### src/hw/rtl/lhte_pkg.sv
`timescale 1ns / 1ps
`default_nettype none

package lhte_pkg;

  // Table geometry
  localparam int MAX_BUCKETS = 256;
  localparam int SLOTS       = 16;
  localparam int TABLES      = 4;
  localparam int TW          = $clog2(TABLES);
  localparam int BW          = $clog2(MAX_BUCKETS);
  localparam int SW          = $clog2(SLOTS);
  localparam int CNT_W       = BW + 1;
  localparam int FILL_W      = SW + 1;
  localparam int ENT_W       = 13;
  localparam int LOAD_W      = 5;

  // Configuration port
  localparam int CFG_AW = 3;
  localparam int CFG_DW = 32;
  localparam logic REG_HIGH = 1'b0;
  localparam logic REG_LOW  = 1'b1;
  localparam logic [LOAD_W-1:0] HIGH_RST = 5'd4;
  localparam logic [LOAD_W-1:0] LOW_RST  = 5'd1;

  // Action codes
  localparam logic [3:0] ACT_FIND_FIRST   = 4'd0;
  localparam logic [3:0] ACT_FIND_NEXT    = 4'd1;
  localparam logic [3:0] ACT_INSERT       = 4'd2;
  localparam logic [3:0] ACT_DELETE       = 4'd3;
  localparam logic [3:0] ACT_LOCK         = 4'd4;
  localparam logic [3:0] ACT_UNLOCK       = 4'd5;
  localparam logic [3:0] ACT_SET_PAGE     = 4'd6;
  localparam logic [3:0] ACT_SET_PAGE_IDX = 4'd7;
  localparam logic [3:0] ACT_SET_OWNER    = 4'd8;

  // Status codes
  localparam logic [1:0] ST_OK     = 2'd0;
  localparam logic [1:0] ST_FULL   = 2'd1;
  localparam logic [1:0] ST_LOCK   = 2'd2;
  localparam logic [1:0] ST_CURSOR = 2'd3;

  // Result kinds
  localparam logic KIND_ANSWER = 1'b0;
  localparam logic KIND_NOTICE = 1'b1;

  typedef struct packed {
    logic [3:0]  action;
    logic [31:0] key_hash;
    logic [7:0]  cursor_bucket;
    logic [3:0]  cursor_slot;
    logic [30:0] owner_ref;
    logic [31:0] page_number;
    logic [12:0] page_slot;
  } in_word_t;

  typedef struct packed {
    logic        kind;
    logic        found;
    logic [7:0]  result_bucket;
    logic [3:0]  result_slot;
    logic        is_locked;
    logic [30:0] owner_out;
    logic [31:0] page_number_out;
    logic [12:0] page_slot_out;
    logic [1:0]  status;
    logic        last;
  } out_word_t;

  // One stored entry
  typedef struct packed {
    logic [31:0] hash;
    logic        locked;
    logic [30:0] owner;
    logic [31:0] page;
    logic [12:0] pidx;
  } slot_t;

  typedef struct packed {
    logic [LOAD_W-1:0] high;
    logic [LOAD_W-1:0] low;
  } cfg_t;

  // Sequencer to output stage
  typedef struct packed {
    logic      push;
    logic      close;
    out_word_t word;
  } emit_t;

  typedef struct packed {
    logic push_rdy;
    logic close_rdy;
  } emit_rdy_t;

  // Linear-hashing home bucket: widest low mask of u that lands below n.
  // Masks of 9 bits or more give the same value as the 8-bit mask.
  function automatic logic [BW-1:0] home_bucket(input logic [BW-1:0] u,
                                                input logic [CNT_W-1:0] n);
    logic [BW-1:0]    r;
    logic [CNT_W-1:0] m;
    r = '0;
    for (int k = 0; k <= BW; k++) begin
      m = (CNT_W'(1) << k) - CNT_W'(1);
      if (({1'b0, u} & m) < n) r = u & m[BW-1:0];
    end
    return r;
  endfunction

  // Clear the highest set bit
  function automatic logic [BW-1:0] sibling(input logic [BW-1:0] x);
    logic [BW-1:0] top;
    top = '0;
    for (int k = 0; k < BW; k++) begin
      if (x[k]) top = BW'(1) << k;
    end
    return x & ~top;
  endfunction

  function automatic out_word_t entry_word(input logic kind, input logic [BW-1:0] b,
                                           input logic [SW-1:0] s, input slot_t d,
                                           input logic [1:0] status);
    out_word_t w;
    w.kind            = kind;
    w.found           = 1'b1;
    w.result_bucket   = b;
    w.result_slot     = s;
    w.is_locked       = d.locked;
    w.owner_out       = d.locked ? d.owner : '0;
    w.page_number_out = d.page;
    w.page_slot_out   = d.pidx;
    w.status          = status;
    w.last            = 1'b0;
    return w;
  endfunction

  function automatic out_word_t miss_word(input logic [BW-1:0] b, input logic [SW-1:0] s,
                                          input logic [1:0] status);
    out_word_t w;
    w               = '0;
    w.kind          = KIND_ANSWER;
    w.result_bucket = b;
    w.result_slot   = s;
    w.status        = status;
    return w;
  endfunction

endpackage

`default_nettype wire

### src/hw/rtl/lhte_regs.sv
`timescale 1ns / 1ps
`default_nettype none

module lhte_regs (
  input  wire logic                      clk,
  input  wire logic                      rst_n,
  input  wire logic                      psel,
  input  wire logic                      penable,
  input  wire logic                      pwrite,
  input  wire logic [lhte_pkg::CFG_AW-1:0] paddr,
  input  wire logic [lhte_pkg::CFG_DW-1:0] pwdata,
  output logic      [lhte_pkg::CFG_DW-1:0] prdata,
  output logic                           pready,
  output lhte_pkg::cfg_t                 cfg
);
  import lhte_pkg::*;

  cfg_t cfg_r;
  cfg_t cfg_nxt;
  logic wr;
  logic idx;

  assign idx    = paddr[2];
  assign wr     = psel && penable && pwrite;
  assign pready = 1'b1;
  assign cfg    = cfg_r;

  // Register write
  always_comb begin
    cfg_nxt = cfg_r;
    if (wr) begin
      if (idx == REG_HIGH) cfg_nxt.high = pwdata[LOAD_W-1:0];
      else                 cfg_nxt.low  = pwdata[LOAD_W-1:0];
    end
  end

  // Read mux
  always_comb begin
    prdata = '0;
    if (idx == REG_HIGH) prdata[LOAD_W-1:0] = cfg_r.high;
    else                 prdata[LOAD_W-1:0] = cfg_r.low;
  end

  always_ff @(posedge clk) begin
    if (!rst_n) begin
      cfg_r.high <= HIGH_RST;
      cfg_r.low  <= LOW_RST;
    end else begin
      cfg_r <= cfg_nxt;
    end
  end

endmodule

`default_nettype wire

### config.mk
export PLATFORM = sky130hd
export DESIGN_NAME = lhte_regs
export DESIGN_NICKNAME = d
export VERILOG_FILES = /design/src/hw/rtl/lhte_pkg.sv /design/src/hw/rtl/lhte_regs.sv
export SDC_FILE = /design/constraint.sdc
export NUM_CORES = 1
export LEC_CHECK = 0
export ABC_AREA = 1
export BUFFER_PORTS_ARGS = -buffer_cell sky130_fd_sc_hd__clkbuf_2
export CORE_MARGIN = 5
export CORE_UTILIZATION = 31
export CTS_BUF_LIST = sky130_fd_sc_hd__clkbuf_2
export DETAILED_ROUTE_END_ITERATION = 7
export PLACE_DENSITY = 0.82
export SYNTH_ARGS = -nofsm -noshare
export SYNTH_HDL_FRONTEND = slang
export SYNTH_SLANG_ARGS = --single-unit
### constraint.sdc
create_clock -name clk -period 0.8 [get_ports clk]
set_input_delay 0.12 -clock clk [delete_from_list [all_inputs] [get_ports clk]]
set_output_delay 0.12 -clock clk [all_outputs]
set_load 0.05 [all_outputs]
* Word-level counts from Yosys, hierarchy flattened *
Index checks and enable logic that the tools add are counted.

storage, ports and cells
  flip-flop bits (word level) = 10
  output and inout bits = 43
  word-level logic and storage cells = 8

cells by class
  mux-type cells = 1
  reductions and logical operators = 4
  bitwise operators = 1

operator list
  cell                 count
  2-to-1 mux 5 bit     1
  AND reduction 2 bit  2
  logical AND 1 bit    2
  inverter 1 bit       1

* Logic depth before layout (Yosys ltp) *
  word-level depth = 3
  depth in mapped cells = 5
  gate-level depth less buffers = 5

* Worst setup path after synthesis *
Ideal clock, no wire load.

  path type = register to output
  start = register cfg_r, in the netlist cfg[1]
  end = output prdata[1] in the netlist's numbering
  cell stages (with the launch flop) = 3
  data arrival time = 1079 ps
  required time = 680 ps
  buffers on the path = 0
  slack = -399 ps
  cell sequence = dfxtp_1 -> nand2_1 -> nand2_1

between the ends
  cells in the longest elaborated chain, start to end = 1

RTL lines
  what                    line             source
  start, declared         lhte_regs.sv:18  cfg_t cfg_r;
  start signal, assigned  lhte_regs.sv:49  cfg_r <= cfg_nxt;
  2-to-1 mux 5 bit        lhte_regs.sv:40  if (idx == REG_HIGH) prdata[LOAD_W-1:0] = cfg_r.high;
  end, declared           lhte_regs.sv:12  output logic [lhte_pkg::CFG_DW-1:0] prdata,

Every way passes these cells.

* Worst setup path in the final report *
Ends and elaborated chain as after synthesis.

==> flow_metrics.env <==
export IMPL_drive_gt1_share_pct=45.9
export IMPL_seq_power_share_pct=34.9
export IMPL_setup_viol=15
export IMPL_netlist_area_leader_share_pct=29.6
export IMPL_crit_slowest_cell="dfxtp_4"
export IMPL_p_per_area_nw_per_um2=1350
export IMPL_synth_edf_count=0
export IMPL_fin_tns_setup_ps=-2570
export IMPL_p_sw_share_pct=48.5
export IMPL_htree_levels=1
export IMPL_switchingPower_uw=717
export IMPL_gp_congestion=0.732
export IMPL_clk_root_buffer_cell="clkbuf_2"
export IMPL_placed_area_sq_um=881
export IMPL_drc=0
export IMPL_maxCapViolations=0
export IMPL_clkTransAtPathRegs_ps=100
export IMPL_violations="setup timing"
export IMPL_dp_hpwl_um=1290
export IMPL_rsz0062_at_grt="yes"
export IMPL_initial_core_util_pct=32.4
export IMPL_clock_power_share_pct=18.8
export IMPL_drt_total_wl_um=1770
export IMPL_tritoncts="yes"
export IMPL_vdd_ir_drop_worst_mv=0.548
export IMPL_io_pins=83
export IMPL_cp_max_fo=3
export IMPL_largest_reg_flops=10
export IMPL_endpoint_kind="output port"
export IMPL_synth_main_ff_cell="dfxtp_1"
export IMPL_crit_chain="nand2_2 > nand2_4 > clkbuf_16"
export IMPL_grt_max_degree=11
export IMPL_final_hold_viol_count=0
export IMPL_maxSlewViolCount=0
export IMPL_drtPass1Iterations=4
export IMPL_use_met3_pct=3.12
export IMPL_clk_path_buf_depth=2
export IMPL_synth_top_area_cell="buf_4"
export IMPL_antenna_found_initial=0
export IMPL_yosysUniqueCellTypes=15
export IMPL_top_usage_layer="met2"
export IMPL_required_ps=680
export IMPL_track_usage_pct=10.1
export IMPL_vias_per_cell=4.18
export IMPL_period_needed_ps=1040
export IMPL_holdBufCountCts=0
export IMPL_drt_initial_drc_count=20
export IMPL_die_area_sq_um=3350
export IMPL_netlist_area_sq_um=709
export IMPL_ys_seq_area_share_pct=28.2
export IMPL_power_internal_uw=763
export IMPL_grtUsageMet2_pct=18.4
export IMPL_wl_per_cell_um=10.8
export IMPL_start_kind="flop"
export IMPL_synth_seq_cells=10
export IMPL_combPwrFrac_pct=46.2
export IMPL_core_area_sq_um=2190
export IMPL_dpl_worst_slack_ps=-133
export IMPL_yosysWarnings=0
export IMPL_clk_insertion_delay_late_ps=260
export IMPL_hold_worst_slack_ps=86.7
export IMPL_synth_commonest_cells="28 x buf_4, 26 x nand2_1, 16 x nor2_1"
export IMPL_nets=177
export IMPL_die_h_um=57.8
export IMPL_use_met1_pct=10.4
export IMPL_route_vias_total=682
export IMPL_diodes=0
export IMPL_yosysMostFrequentCell="buf_4"
export IMPL_port_buffers=25
export IMPL_num_rows=17
export IMPL_syn_area_per_cell_sq_um=6.57
export IMPL_ant_nets=0
export IMPL_power_mw=1.48
export IMPL_fin_skew_ps=0
export IMPL_grt_pass1_wl_um=2600
export IMPL_status="finished, violations left"
export IMPL_min_path_type="in2reg"
export IMPL_min_period_over_period_pct=130
export IMPL_grt_pass1_vias=632
export IMPL_syn_inst=108
export IMPL_cts_made_buffers=3
export IMPL_areaGrowthSynthToFinish_pct=54.1
export IMPL_worstSetupPathType="reg2out"
export IMPL_fin_area_sq_um=1090
export IMPL_clock_sinks=10
export IMPL_die_w_um=57.8
export IMPL_leakagePower_nw=0.561
export IMPL_synthTopCellsByArea="buf_4 30%, dfxtp_1 28%, nand2_1 14%"
export IMPL_async_flop_share_pct=0
export IMPL_critPathArrivalTime_ps=920
export IMPL_fmax_mhz=959
export IMPL_layout_setup_ws_ps=-243
export IMPL_critPathMaxStageDelay_ps=370
export IMPL_gr_total_overflow=0
path summary, 6_finish.rpt:
check                               start         to  slack, ps  depth (start not counted)
worst max-delay path               cfg[1]  prdata[1]       -240                          3
worst min register to register     cfg[9]     cfg[9]        520                          2
worst max register to register     cfg[0]     cfg[0]        170                          2
worst min-delay path            pwdata[2]     cfg[7]         90                          3
logic make-up after synthesis:
kind of cell	after synthesis	synth area share, %
compound gates	2	1.41
buf+inv	38	35.3
flops	10	28.2
other cells	2	1.06
simple gates	56	34.0
final cells by class:
| cell class | count | area [sq um] |
|---|---|---|
| Multi-Input combinational cell | 86 | 444 |
| Tap cell | 28 | 35.0 |
| Timing Repair Buffer | 29 | 335 |
| Clock buffer | 3 | 15.0 |
| Fill cell | 194 | 1100 |
| Sequential cell | 10 | 238 |
| Inverter | 7 | 26.3 |
critical path: cells and delay by family (launching register included):
family	cells	cell delay, ps
buf+inv	1	150
simple gates	2	140
flops	1	370
routing by layer:
layer | routed length, um | vias to the layer above
met1 | 602 | 304
met3 | 208 | 7
met2 | 927 | 41
met5 | 0 | -
met4 | 27 | 0
li1 | - | 330
layout by cell type, fill, tap and decap left out, types with 5 or more instances in the layout:
cell type,count
buf_4,6
clkbuf_16,5
clkbuf_2,13
conb_1,28
dfxtp_4,10
inv_1,6
nand2_1,11
nand2_2,5
nand2_4,10
nand3_1,10
nor2_1,16
metrics by stage:
step                      instances  utilization (%)
after floorplan                 134                -
after global placement          159             40.2
after detailed placement        159             40.2
after CTS                       162             47.6
after global routing            163             49.9
final                           163             49.9
power by group through the flow:
stage	Sequential [mW]	Combinational (mW)	Clock (mW)
2_1_floorplan	0.582	0.548	0
3_3_place_gp	0.521	0.595	0
3_5_place_dp	0.522	0.598	0
4_1_cts	0.512	0.658	0.283
5_1_grt	0.520	0.715	0.298
6_report	0.517	0.684	0.279
repair_timing:
action / 4_1_cts / 5_1_grt
endpoints found under the setup margin: 15 / 15
pin swaps: 5 / 0
gates cloned: 0 / 0
resized for setup: 28 / 16
buffers inserted: 0 / 1
Power figures use the tool's default switching activity.
