### src/hw/rtl/lhte_pkg.sv
`timescale 1ns / 1ps
`default_nettype none

package lhte_pkg;

  // Table geometry
  localparam int MAX_BUCKETS = 256;
  localparam int SLOTS       = 16;
  localparam int TABLES      = 4;
  localparam int TW          = $clog2(TABLES);
  localparam int BW          = $clog2(MAX_BUCKETS);
  localparam int SW          = $clog2(SLOTS);
  localparam int CNT_W       = BW + 1;
  localparam int FILL_W      = SW + 1;
  localparam int ENT_W       = 13;
  localparam int LOAD_W      = 5;

  // Configuration port
  localparam int CFG_AW = 3;
  localparam int CFG_DW = 32;
  localparam logic REG_HIGH = 1'b0;
  localparam logic REG_LOW  = 1'b1;
  localparam logic [LOAD_W-1:0] HIGH_RST = 5'd4;
  localparam logic [LOAD_W-1:0] LOW_RST  = 5'd1;

  // Action codes
  localparam logic [3:0] ACT_FIND_FIRST   = 4'd0;
  localparam logic [3:0] ACT_FIND_NEXT    = 4'd1;
  localparam logic [3:0] ACT_INSERT       = 4'd2;
  localparam logic [3:0] ACT_DELETE       = 4'd3;
  localparam logic [3:0] ACT_LOCK         = 4'd4;
  localparam logic [3:0] ACT_UNLOCK       = 4'd5;
  localparam logic [3:0] ACT_SET_PAGE     = 4'd6;
  localparam logic [3:0] ACT_SET_PAGE_IDX = 4'd7;
  localparam logic [3:0] ACT_SET_OWNER    = 4'd8;

  // Status codes
  localparam logic [1:0] ST_OK     = 2'd0;
  localparam logic [1:0] ST_FULL   = 2'd1;
  localparam logic [1:0] ST_LOCK   = 2'd2;
  localparam logic [1:0] ST_CURSOR = 2'd3;

  // Result kinds
  localparam logic KIND_ANSWER = 1'b0;
  localparam logic KIND_NOTICE = 1'b1;

  typedef struct packed {
    logic [3:0]  action;
    logic [31:0] key_hash;
    logic [7:0]  cursor_bucket;
    logic [3:0]  cursor_slot;
    logic [30:0] owner_ref;
    logic [31:0] page_number;
    logic [12:0] page_slot;
  } in_word_t;

  typedef struct packed {
    logic        kind;
    logic        found;
    logic [7:0]  result_bucket;
    logic [3:0]  result_slot;
    logic        is_locked;
    logic [30:0] owner_out;
    logic [31:0] page_number_out;
    logic [12:0] page_slot_out;
    logic [1:0]  status;
    logic        last;
  } out_word_t;

  // One stored entry
  typedef struct packed {
    logic [31:0] hash;
    logic        locked;
    logic [30:0] owner;
    logic [31:0] page;
    logic [12:0] pidx;
  } slot_t;

  typedef struct packed {
    logic [LOAD_W-1:0] high;
    logic [LOAD_W-1:0] low;
  } cfg_t;

  // Sequencer to output stage
  typedef struct packed {
    logic      push;
    logic      close;
    out_word_t word;
  } emit_t;

  typedef struct packed {
    logic push_rdy;
    logic close_rdy;
  } emit_rdy_t;

  // Linear-hashing home bucket: widest low mask of u that lands below n.
  // Masks of 9 bits or more give the same value as the 8-bit mask.
  function automatic logic [BW-1:0] home_bucket(input logic [BW-1:0] u,
                                                input logic [CNT_W-1:0] n);
    logic [BW-1:0]    r;
    logic [CNT_W-1:0] m;
    r = '0;
    for (int k = 0; k <= BW; k++) begin
      m = (CNT_W'(1) << k) - CNT_W'(1);
      if (({1'b0, u} & m) < n) r = u & m[BW-1:0];
    end
    return r;
  endfunction

  // Clear the highest set bit
  function automatic logic [BW-1:0] sibling(input logic [BW-1:0] x);
    logic [BW-1:0] top;
    top = '0;
    for (int k = 0; k < BW; k++) begin
      if (x[k]) top = BW'(1) << k;
    end
    return x & ~top;
  endfunction

  function automatic out_word_t entry_word(input logic kind, input logic [BW-1:0] b,
                                           input logic [SW-1:0] s, input slot_t d,
                                           input logic [1:0] status);
    out_word_t w;
    w.kind            = kind;
    w.found           = 1'b1;
    w.result_bucket   = b;
    w.result_slot     = s;
    w.is_locked       = d.locked;
    w.owner_out       = d.locked ? d.owner : '0;
    w.page_number_out = d.page;
    w.page_slot_out   = d.pidx;
    w.status          = status;
    w.last            = 1'b0;
    return w;
  endfunction

  function automatic out_word_t miss_word(input logic [BW-1:0] b, input logic [SW-1:0] s,
                                          input logic [1:0] status);
    out_word_t w;
    w               = '0;
    w.kind          = KIND_ANSWER;
    w.result_bucket = b;
    w.result_slot   = s;
    w.status        = status;
    return w;
  endfunction

endpackage

`default_nettype wire

### src/hw/rtl/lhte_out.sv
`timescale 1ns / 1ps
`default_nettype none

// Holds one word back so the final word of an item can be marked last,
// then registers it onto the result channel.
module lhte_out (
  input  wire logic                 clk,
  input  wire logic                 rst_n,
  input  wire lhte_pkg::emit_t      ctl,
  output lhte_pkg::emit_rdy_t       rdy,
  output logic                      out_valid,
  input  wire logic                 out_stall,
  output lhte_pkg::out_word_t       out_word
);
  import lhte_pkg::*;

  logic      out_valid_r, out_valid_nxt;
  out_word_t out_word_r, out_word_nxt;
  logic      pend_v_r, pend_v_nxt;
  out_word_t pend_r, pend_nxt;
  logic      out_free;

  assign out_free      = !out_valid_r || !out_stall;
  assign rdy.push_rdy  = !pend_v_r || out_free;
  assign rdy.close_rdy = out_free;
  assign out_valid     = out_valid_r;
  assign out_word      = out_word_r;

  always_comb begin
    out_valid_nxt = out_valid_r;
    out_word_nxt  = out_word_r;
    pend_v_nxt    = pend_v_r;
    pend_nxt      = pend_r;
    if (out_free) out_valid_nxt = 1'b0;
    if (ctl.close && out_free) begin
      // final word of the item
      out_word_nxt      = pend_r;
      out_word_nxt.last = 1'b1;
      out_valid_nxt     = 1'b1;
      pend_v_nxt        = 1'b0;
    end else if (ctl.push && rdy.push_rdy) begin
      if (pend_v_r) begin
        out_word_nxt      = pend_r;
        out_word_nxt.last = 1'b0;
        out_valid_nxt     = 1'b1;
      end
      pend_nxt   = ctl.word;
      pend_v_nxt = 1'b1;
    end
  end

  always_ff @(posedge clk) begin
    if (!rst_n) begin
      out_valid_r <= 1'b0;
      pend_v_r    <= 1'b0;
    end else begin
      out_valid_r <= out_valid_nxt;
      pend_v_r    <= pend_v_nxt;
    end
  end

  always_ff @(posedge clk) begin
    out_word_r <= out_word_nxt;
    pend_r     <= pend_nxt;
  end

  a_push_close_excl: assert property (@(posedge clk) disable iff (!rst_n)
    !(ctl.push && ctl.close))
    else $error("push and close in the same cycle");

  a_close_has_word: assert property (@(posedge clk) disable iff (!rst_n)
    ctl.close |-> pend_v_r)
    else $error("close without a held word");

  a_valid_source: assert property (@(posedge clk) disable iff (!rst_n)
    $rose(out_valid_r) |-> ($past(ctl.push) || $past(ctl.close)))
    else $error("result word appeared without a push or close");

endmodule

`default_nettype wire

### config.mk
export PLATFORM = sky130hd
export DESIGN_NAME = lhte_out
export DESIGN_NICKNAME = d
export VERILOG_FILES = /design/src/hw/rtl/lhte_pkg.sv /design/src/hw/rtl/lhte_out.sv
export SDC_FILE = /design/constraint.sdc
export NUM_CORES = 1
export LEC_CHECK = 0
export BUFFER_PORTS_ARGS = -buffer_cell sky130_fd_sc_hd__buf_2
export CAP_MARGIN = 25
export CORE_ASPECT_RATIO = 0.9
export CORE_MARGIN = 8
export CORE_UTILIZATION = 48
export DETAILED_ROUTE_END_ITERATION = 16
export PLACE_DENSITY = 0.77
export SYNTH_ARGS = -nofsm -noshare
export SYNTH_HDL_FRONTEND = slang
export SYNTH_SLANG_ARGS = --single-unit
### constraint.sdc
create_clock -name clk -period 4.7 [get_ports clk]
set_input_delay 0.705 -clock clk [delete_from_list [all_inputs] [get_ports clk]]
set_output_delay 0.705 -clock clk [all_outputs]
set_load 0.01 [all_outputs]
Word-level counts from Yosys, hierarchy flattened
Cells that the tools add are included.
{"block": "word_totals", "ff_bits": 189, "inputBits": 99, "out_inout_bits": 97, "wordCells": 43}
{"block": "op_classes", "muxes": 7, "n_bitwise": 2, "reduce_logical": 13}
{"operator": "$mux W94", "n": 3}
{"operator": "$reduce_and A2 Y1", "n": 3}
{"operator": "$mux W1", "n": 4}
{"operator": "$reduce_bool A2 Y1", "n": 2}
{"operator": "$logic_not A1 Y1", "n": 3}
{"operator": "$logic_and A1 B1 Y1", "n": 2}
{"operator": "$logic_or A1 B1 Y1", "n": 2}
{"operator": "$not A1 Y1", "n": 2}
{"operator": "$reduce_or A2 Y1", "n": 1}

Logic depth before layout (Yosys ltp)
Gate-level depths: netlist of the first run.
{"block": "depth", "ltp_word": 6, "mapped_depth": 5, "ltp_nobuf": 3}

Worst setup path before layout of the first run
No wires, ideal clock.
{"block": "synth_path", "kind": "input -> register", "start": "in out_stall", "end": "reg pend_r[10] (netlist name), enable pin", "setup_ps": 463, "arrival_ps": 3087, "required_ps": 4237, "setup_slack_ps": 1150, "path_stages": 3, "path_buffers": 0, "path_cell_list": "nand2_1 > nand2_1 > and3_1"}
{"block": "synth_via", "elab_chain_cells": 5, "word_cells_on_any_way": 7, "classes_between": "bitwise: 1; reduce/logical: 6"}
{"item": "start: declaration", "line_no": "lhte_out.sv:12", "text": "input wire logic out_stall,"}
{"item": "$logic_not A1 Y1 *", "line_no": "lhte_out.sv:23", "text": "assign out_free = !out_valid_r || !out_stall;"}
{"item": "$logic_or A1 B1 Y1 *", "line_no": "lhte_out.sv:23"}
{"item": "$logic_or A1 B1 Y1 or $logic_and A1 B1 Y1 (tied branches)", "line_no": "lhte_out.sv:24, lhte_out.sv:35"}
{"item": "$logic_and A1 B1 Y1 or $not A1 Y1 (tied branches)"}
{"item": "$reduce_and A2 Y1 (no source line) *"}
{"item": "end signal: assignment", "line_no": "lhte_out.sv:64", "text": "pend_r <= pend_nxt;"}
{"item": "end: declaration", "line_no": "lhte_out.sv:20", "text": "out_word_t pend_r, pend_nxt;"}
Mark *: on every way between the ends. The rest lies on a longest branch, timed or not.
A chain may end at the register's enable or synchronous reset.

Worst setup path in the final report of the first run
{"block": "layout_path", "start": "reg out_valid_r, in the netlist out_valid", "end": "reg pend_r[21] (netlist name), enable pin"}
{"block": "layout_via", "elab_chain_cells": 5, "word_cells_on_any_way": 7, "classes_between": "bitwise: 1; reduce/logical: 6"}
{"item": "start: declaration", "line_no": "lhte_out.sv:17", "text": "logic out_valid_r, out_valid_nxt;"}
{"item": "start signal: assignment", "line_no": "lhte_out.sv:57", "text": "out_valid_r <= out_valid_nxt;"}
{"item": "$logic_not A1 Y1 *", "line_no": "lhte_out.sv:23"}
{"item": "$logic_or A1 B1 Y1 *", "line_no": "lhte_out.sv:23"}
{"item": "$logic_or A1 B1 Y1 or $logic_and A1 B1 Y1 (tied branches)", "line_no": "lhte_out.sv:24, lhte_out.sv:35"}
{"item": "$logic_and A1 B1 Y1 or $not A1 Y1 (tied branches)"}
{"item": "$reduce_and A2 Y1 (no source line) *"}
Marks and branches as above.

==> flow_metrics.py, run 1 <==
metrics = {
    "outcome": {
        "status": "complete, no violations",
    },
    "sta": {
        "slew-limit-headroom_pct": 38.6,
        "drv_slew": 0,
        "final.setup.worst_slack_ps": 2400,
        "worst_pin_slew_ps": 921,
        "setup_violations": 0,
        "clock_skew_ps": 4.20,
        "hold_ws_ps": 464,
        "max_freq_ghz": 0.436,
        "post-route-min-period_ps": 2300,
        "finalCritPeriodShare_pct": 48.8,
        "final_hold_viol_count": 0,
        "rsz0062_at_grt": "no",
        "fin_tns_setup_ps": 0,
    },
    "layout": {
        "n_fill_cell": 957,
        "final_area_um2": 8100,
        "syn_to_final_growth_pct": 26.7,
        "layoutNonFillerInstCount": 686,
        "final_core_util_pct": 61.5,
        "nets": 607,
        "drive_gt1_share_pct": 43.1,
        "diodes": 0,
    },
    "worst_setup_path": {
        "worstPathArrival_ps": 2380,
        "cp_cell_sequence": "nand2_1, nand2_1, and3_4, buf_4",
        "slowest_stage": "and3_4",
        "crit_fanout": 70,
        "critPathKind": "reg -> reg",
        "path_buf_inv": 1,
        "end_kind": "register",
        "required_ps": 4780,
        "cpLargestDelayFamily": "simple AND/OR/NAND/NOR gates",
        "start_kind": "register",
        "path_common_cell": "nand2_1",
        "worst_path_largest_cell_delay_ps": 790,
    },
    "route": {
        "post-route-drc-count": 0,
        "drt_iter0_drc": 220,
        "vias": 3068,
        "wire_per_inst_um": 16.3,
        "drt_wl_total_um": 11200,
        "ant_nets": 0,
        "drt-vias-per-instance": 4.47,
        "first_pass_iters": 4,
    },
    "global_routing": {
        "track_usage_pct": 12.8,
        "grt_max_degree": 187,
        "grt_pass1_wl_um": 16400,
        "grt_pass1_vias": 3109,
        "grt-ovfl-total": 0,
        "antenna_found_initial": 1,
    },
    "placed_design": {
        "dp_hpwl_um": 7750,
        "place_inst": 657,
        "preCtsSetupSlack_ps": 1960,
        "io_buffers": 194,
        "placed_cell_area_um2": 7510,
        "gp_congestion": 0.742,
    },
    "die": {
        "die_y_um": 125,
        "row_count": 40,
        "core_um2": 13200,
        "die_w_um": 138,
        "initial_core_util_pct": 48.5,
        "io_pins": 196,
        "die_area_um2": 17300,
    },
    "power": {
        "irDropWorstVdd_mv": 0.314,
        "leakagePower_nw": 3.21,
        "p_total_mw": 3.68,
        "p_per_area_nw_per_um2": 455,
    },
    "run": {
        "drv_cap": 0,
    },
    "cts": {
        "cts_resized": 0,
        "ctsHoldBuffers": 0,
        "postCtsSetupBuffers": 0,
        "cts.clk_slew.worst_paths_ps": 60,
        "clockRootBuffer": "clkbuf_16",
        "cts.sinks": 189,
        "clock_latency_ps": 410,
        "htree_levels": 4,
        "cts_made_buffers": 17,
        "tritoncts": "built",
        "clockBufferDepth": 2,
    },
    "synthesis": {
        "synth-seq-cells": 189,
        "synth_flop_cell": "edfxtp_1",
        "synth_edf_count": 186,
        "async_flop_share_pct": 0,
        "synth_area_leaders": "edfxtp_1, and2_1, buf_6",
        "yosysTopAreaCellShare_pct": 87.4,
        "synth_nets": 403,
        "yosys.area.top_type": "edfxtp_1",
        "synth_commonest_cells": "edfxtp_1, and2_1, buf_6, dfxtp_1",
        "yosysMostFrequentCell": "edfxtp_1",
        "yosys.cell_types.count": 15,
        "synthCells": 304,
        "yosysWarnings": 0,
        "synth-seq-area-share_pct": 88.3,
        "avgSynthCellArea_um2": 21.0,
        "syn_area_um2": 6390,
    },
    "hold_path": {
        "min_path_type": "in -> reg",
    },
}
metal layers:
layer  routed length (µm)  GRT usage, %  vias to the layer above
met5                    9             0                        -
met4                  136          4.66                        2
met3                 1130          7.09                       13
met2                 5650          20.8                      115
met1                 4290          13.7                     1418
li1                     -             -                     1520
final timing paths:
| check | startpoint | end | slack (ps) | cells after the start |
|---|---|---|---|---|
| worst max-delay path | out_valid | pend_r[21] | 2400 | 4 |
| worst min-delay path | ctl[57] | pend_r[57] | 460 | 1 |
| worst max register to register | out_valid | pend_r[21] | 2400 | 4 |
| worst min register to register | out_word[0] | out_word[0] | 480 | 1 |
where the power goes:
group	internal, mW	total (mW)	switching, mW
logic	0.101	0.247	0.146
registers	1.99	2.02	0.0252
clock network	0.876	1.42	0.546
total	2.97	3.68	0.717
cell usage in the layout, fill, tap and decap left out, types with 2 or more instances in the layout:
cell,instances
clkbuf_16,17
edfxtp_1,186
clkbuf_1,3
and2_1,93
clkinv_2,3
dfxtp_1,3
nand3_1,2
buf_2,194
a21oi_1,2
bufinv_16,4
nand2_1,2
state kept, by name, summed over array words and instances (netlist names):
name	cells
out_valid	1
pend_v_r	1
pend_r	93
out_word	94
kinds of logic after synthesis:
group                  after synthesis  share of synthesized area (%)
AOI/OAI and AO/OA                    6                          0.627
DFF                                189                           88.3
buffers and inverters               11                           1.55
and+or+nand+nor                     98                           9.48
cell type report:
| cell class | instances | area (µm²) | area share, % |
|---|---|---|---|
| well taps | 168 | 210 | 2.60 |
| multi-input cells | 104 | 658 | 8.13 |
| clock inverters | 9 | 146 | 1.81 |
| flip-flops and latches | 189 | 5650 | 69.7 |
| clock buffers | 20 | 437 | 5.39 |
| repair buffers | 196 | 998 | 12.3 |
Power figures use the tool's default switching activity.
==> run 2: changes to the inputs <==
==> constraint.sdc (replaced) <==
create_clock -name clk -period 2.2 [get_ports clk]
set_input_delay 0.33 -clock clk [delete_from_list [all_inputs] [get_ports clk]]
set_output_delay 0.33 -clock clk [all_outputs]
set_load 0.01 [all_outputs]
==> flow_metrics.py, run 2 (synthesis gave the netlist of run 1 again) <==
metrics = {
    "outcome": {
        "status": "complete, no violations",
    },
    "die": {
        "core_um2": 13200,
        "row_count": 40,
        "die_w_um": 138,
        "die_y_um": 125,
        "die_area_um2": 17300,
        "initial_core_util_pct": 48.5,
        "io_pins": 196,
    },
    "power": {
        "combPwrFrac_pct": 7.3,
        "p_clk_share_pct": 35.7,
        "switching_share_pct": 20.4,
        "intPower_mw": 6.00,
        "irDropWorstVdd_mv": 0.550,
        "netSwitchingPower_mw": 1.53,
        "seqPwrFrac_pct": 57.1,
        "leakagePower_nw": 3.19,
        "p_per_area_nw_per_um2": 933,
    },
    "cts": {
        "htree_levels": 4,
        "tritoncts": "built",
        "cts.sinks": 189,
        "cts_made_buffers": 17,
        "clockBufferDepth": 2,
        "cts.clk_slew.worst_paths_ps": 60,
        "clock_latency_ps": 410,
        "postCtsSetupBuffers": 0,
        "ctsHoldBuffers": 0,
        "cts_resized": 0,
        "clockRootBuffer": "clkbuf_16",
    },
    "sta": {
        "post-route-min-period_ps": 1640,
        "fin_tns_setup_ps": 0,
        "final.setup.worst_slack_ps": 561,
        "worst_pin_slew_ps": 420,
        "slew-limit-headroom_pct": 72.0,
        "final_hold_viol_count": 0,
        "rsz0062_at_grt": "no",
        "finalCritPeriodShare_pct": 74.5,
        "setup_violations": 0,
        "max_freq_ghz": 0.610,
        "drv_slew": 0,
        "clock_skew_ps": 7.38,
    },
    "worst_setup_path": {
        "end_kind": "register",
        "critPathKind": "reg -> reg",
        "required_ps": 2300,
        "regToRegSetupSlack_ps": 560,
        "start_kind": "register",
        "reg2reg_depth": 4,
        "r2r-start": "out_valid",
        "rr_endpoint": "pend_r[27]",
        "worstPathArrival_ps": 1740,
        "crit_fanout": 39,
    },
    "layout": {
        "layout_commonest_cell": "buf_2",
        "drive_gt1_share_pct": 42.8,
        "diodes": 0,
        "nets": 609,
        "syn_to_final_growth_pct": 26.4,
        "layout.cells.most_common_list": "buf_2, edfxtp_1, and2_1",
        "largest_reg_flops": 94,
    },
    "placed_design": {
        "dp_hpwl_um": 8120,
        "gp_congestion": 0.677,
        "preCtsSetupSlack_ps": 513,
        "io_buffers": 194,
    },
    "route": {
        "vias": 3123,
        "ant_nets": 0,
        "post-route-drc-count": 0,
        "drt-vias-per-instance": 4.53,
        "wire_per_inst_um": 16.4,
        "first_pass_iters": 4,
        "drt_wl_total_um": 11300,
        "drt_iter0_drc": 152,
    },
    "global_routing": {
        "grt_max_degree": 110,
        "grt_pass1_vias": 3211,
        "grt-ovfl-total": 0,
        "track_usage_pct": 13.0,
        "antenna_found_initial": 0,
        "grt_pass1_wl_um": 16700,
    },
    "hold_path": {
        "min_path_type": "in -> reg",
        "hold_start": "ctl[37]",
        "whs_path_depth": 1,
        "worstHoldEndpoint": "pend_r[37]",
    },
    "run": {
        "drv_cap": 0,
    },
}
[run 2: area by class of cell]
class	count	area, µm²
fill	941	5080
tap	168	210
timing repair buffer	198	1050
clock buffer	20	437
multi-input combinational	104	658
sequential	189	5650
clock inverter	10	76.3
[run 2: worst max-delay path by stage]
stage | startpoint | end | slack, ps | cells after the start
after floorplan | out_valid | pend_r[10] | 380 | 3
after global placement | out_stall | pend_r[75] | 560 | 5
after detailed placement | out_stall | pend_r[72] | 510 | 5
after CTS | out_valid | pend_r[27] | 530 | 4
after global routing | out_valid | pend_r[30] | 440 | 4
final | out_valid | pend_r[27] | 560 | 4
[run 2: routing by layer]
metal	part of all wire, %	wire (µm)	up-vias	GRT usage (%)
met3	11	1250	17	6.16
met1	39	4410	1450	14.7
li1	-	-	1523	-
met2	48	5360	133	20.3
met4	2.2	252	0	6.51
met5	0	0	-	0
[run 2: per-stage QoR]
stage	hold slack [ps]	instances	area, µm²	utilization [%]	total power, mW
after global placement	453	659	7560	57.5	4.91
after CTS	59.0	689	8080	61.4	7.62
after floorplan	419	304	6400	-	4.65
after detailed placement	463	659	7560	57.5	4.94
final	85.6	689	8080	61.4	7.54
after global routing	58.7	689	8080	61.4	7.81
[run 2: worst max-delay path: stages, from the launching register on]
cell and delay, ps:
dfxtp_1 410, nand2_1 150, nand2_1 100, and3_4 360, buf_12 270
[run 2: power by group through the flow]
| stage | logic, mW | clock network [mW] | registers (mW) |
|---|---|---|---|
| after detailed placement | 0.560 | 0 | 4.38 |
| after global placement | 0.542 | 0 | 4.37 |
| after global routing | 0.598 | 2.89 | 4.32 |
| final | 0.547 | 2.69 | 4.30 |
| after CTS | 0.561 | 2.76 | 4.31 |
| after floorplan | 0.191 | 0 | 4.46 |
==> run 3: changes to the inputs <==
--- a/config.mk
+++ b/config.mk
@@ -9,9 +9,9 @@
 export CAP_MARGIN = 25
 export CORE_ASPECT_RATIO = 0.9
 export CORE_MARGIN = 8
-export CORE_UTILIZATION = 48
+export CORE_UTILIZATION = 46
 export DETAILED_ROUTE_END_ITERATION = 16
-export PLACE_DENSITY = 0.77
+export PLACE_DENSITY = 0.78
 export SYNTH_ARGS = -nofsm -noshare
 export SYNTH_HDL_FRONTEND = slang
 export SYNTH_SLANG_ARGS = --single-unit
==> constraint.sdc (replaced) <==
create_clock -name clk -period 1.35 [get_ports clk]
set_input_delay 0.2025 -clock clk [delete_from_list [all_inputs] [get_ports clk]]
set_output_delay 0.2025 -clock clk [all_outputs]
set_load 0.01 [all_outputs]
==> flow_metrics.py, run 3 (synthesis gave the netlist of run 1 again) <==
metrics = {
    "worst_setup_path": {
        "path_buf_inv": 2,
        "required_ps": 1520,
        "worst_path_largest_cell_delay_ps": 370,
        "regToRegSetupSlack_ps": 9,
        "r2r-start": "pend_v_r",
        "start_kind": "register",
        "reg2reg_depth": 5,
        "end_kind": "register",
        "slowest_stage": "dfxtp_4",
        "rr_endpoint": "out_word[29]",
        "cp_cell_sequence": "a21oi_4, a21oi_4, buf_12, buf_12, and2_1",
        "critPathKind": "reg -> reg",
        "cpLargestDelayFamily": "flip-flops",
        "worstPathArrival_ps": 1510,
        "crit_fanout": 23,
    },
    "hold_path": {
        "min_path_type": "in -> reg",
        "hold_start": "rst_n",
        "whs_path_depth": 3,
        "worstHoldEndpoint": "pend_v_r",
    },
    "sta": {
        "worst_pin_slew_ps": 252,
        "finalCritPeriodShare_pct": 99.4,
        "fin_tns_setup_ps": 0,
        "post-route-min-period_ps": 1340,
        "max_freq_ghz": 0.746,
        "drv_slew": 0,
        "setup_violations": 0,
        "clock_skew_ps": 9.87,
        "rsz0062_at_grt": "yes",
        "slew-limit-headroom_pct": 83.2,
        "final_hold_viol_count": 0,
    },
    "layout": {
        "syn_to_final_growth_pct": 45.4,
        "layoutNonFillerInstCount": 798,
        "largest_reg_flops": 94,
        "final_area_um2": 9290,
        "nets": 711,
        "drive_gt1_share_pct": 39.4,
        "layout.cells.most_common_list": "buf_2, edfxtp_1, dlygate4sd3_1",
        "final_core_util_pct": 67.3,
        "layout_commonest_cell": "buf_2",
    },
    "die": {
        "row_count": 41,
        "die_w_um": 140,
        "initial_core_util_pct": 46.3,
        "io_pins": 196,
        "core_um2": 13800,
        "die_y_um": 128,
        "die_area_um2": 17900,
    },
    "power": {
        "p_total_mw": 13.3,
        "irDropWorstVdd_mv": 1.52,
        "leakagePower_nw": 3.71,
        "p_per_area_nw_per_um2": 1440,
    },
    "route": {
        "drt_wl_total_um": 13700,
        "drt-vias-per-instance": 4.51,
        "ant_nets": 0,
        "drt_iter0_drc": 203,
        "first_pass_iters": 4,
        "wire_per_inst_um": 17.1,
        "vias": 3596,
        "post-route-drc-count": 0,
    },
    "global_routing": {
        "grt_pass1_wl_um": 20400,
        "grt_max_degree": 63,
        "grt-ovfl-total": 0,
        "track_usage_pct": 15.2,
        "grt_pass1_vias": 3858,
        "antenna_found_initial": 1,
    },
    "placed_design": {
        "gp_congestion": 0.742,
        "dp_hpwl_um": 8460,
        "place_inst": 670,
        "io_buffers": 194,
        "placed_cell_area_um2": 7690,
    },
    "run": {
        "drv_cap": 0,
    },
    "outcome": {
        "status": "complete, no violations",
    },
    "cts": {
        "clockRootBuffer": "clkbuf_16",
        "htree_levels": 4,
        "cts.sinks": 189,
        "cts.clk_slew.worst_paths_ps": 70,
        "cts_made_buffers": 17,
        "tritoncts": "built",
        "clockBufferDepth": 2,
        "clock_latency_ps": 420,
    },
}
==> run 3: cell types whose count changed in the layout (fill, tap and decap cells not counted), sizes merged <==
| cell | previous run | this run |
|---|---|---|
| diode | 0 | 1 |
| bufinv | 1 | 3 |
| dlygate4sd3 | 0 | 94 |
| buf | 198 | 205 |
| inv | 0 | 4 |
| clkbuf | 20 | 18 |
| clkinv | 8 | 6 |
| clkinvlp | 1 | 2 |
==> run 3: per-stage QoR <==
stage	setup WS [ps]	hold slack [ps]
CTS	5.77	35.6
finish	8.63	73.8
global route	-5.51	52.8
global placement	47.3	380
detailed placement	12.7	381
floorplan	-310	284
==> run 3: final cells by class <==
type | count | area (µm²)
Antenna cell | 1 | 2.50
Clock buffer | 17 | 425
Clock inverter | 15 | 186
Fill cell | 904 | 4510
Multi-Input combinational cell | 104 | 684
Sequential cell | 189 | 5650
Tap cell | 172 | 215
Timing Repair Buffer | 300 | 2130
==> run 3: per-layer routing <==
layer / GRT usage (%) / share of wire, % / up-vias
met5: 0 / 0 / -
met4: 6.63 / 1.7 / 0
li1: - / - / 1734
met2: 27.5 / 54 / 135
met1: 14.8 / 36 / 1707
met3: 6.63 / 8.7 / 20
==> run 3: report_power, final <==
part | internal [mW] | switching [mW]
logic | 0.617 | 0.591
clock network | 2.95 | 2.18
registers | 6.92 | 0.0981
==> run 3: how the worst max path moves through the flow <==
stage,startpoint,to,slack (ps),cells past startpoint
final,pend_v_r,out_word[29],9,5
after detailed placement,ctl[95],out_word[15],10,6
after global routing,out_valid,pend_r[21],-6,4
after floorplan,out_valid,pend_r[10],-310,3
after global placement,ctl[95],out_word[61],50,6
after CTS,pend_v_r,out_word[15],6,5
==> run 3: tightest hold or removal path, delay by kind of cell <==
kind,cells,cell delay (ps)
AOI/OAI and AO/OA,2,130
buffers and inverters,1,110
==> run 3: timing repair <==
action                     4_1_cts  5_1_grt
resized for setup                0        4
hold buffers                    94        0
buffers inserted                 0        0
setup endpoints to repair        0       99
hold endpoints to repair        94        0
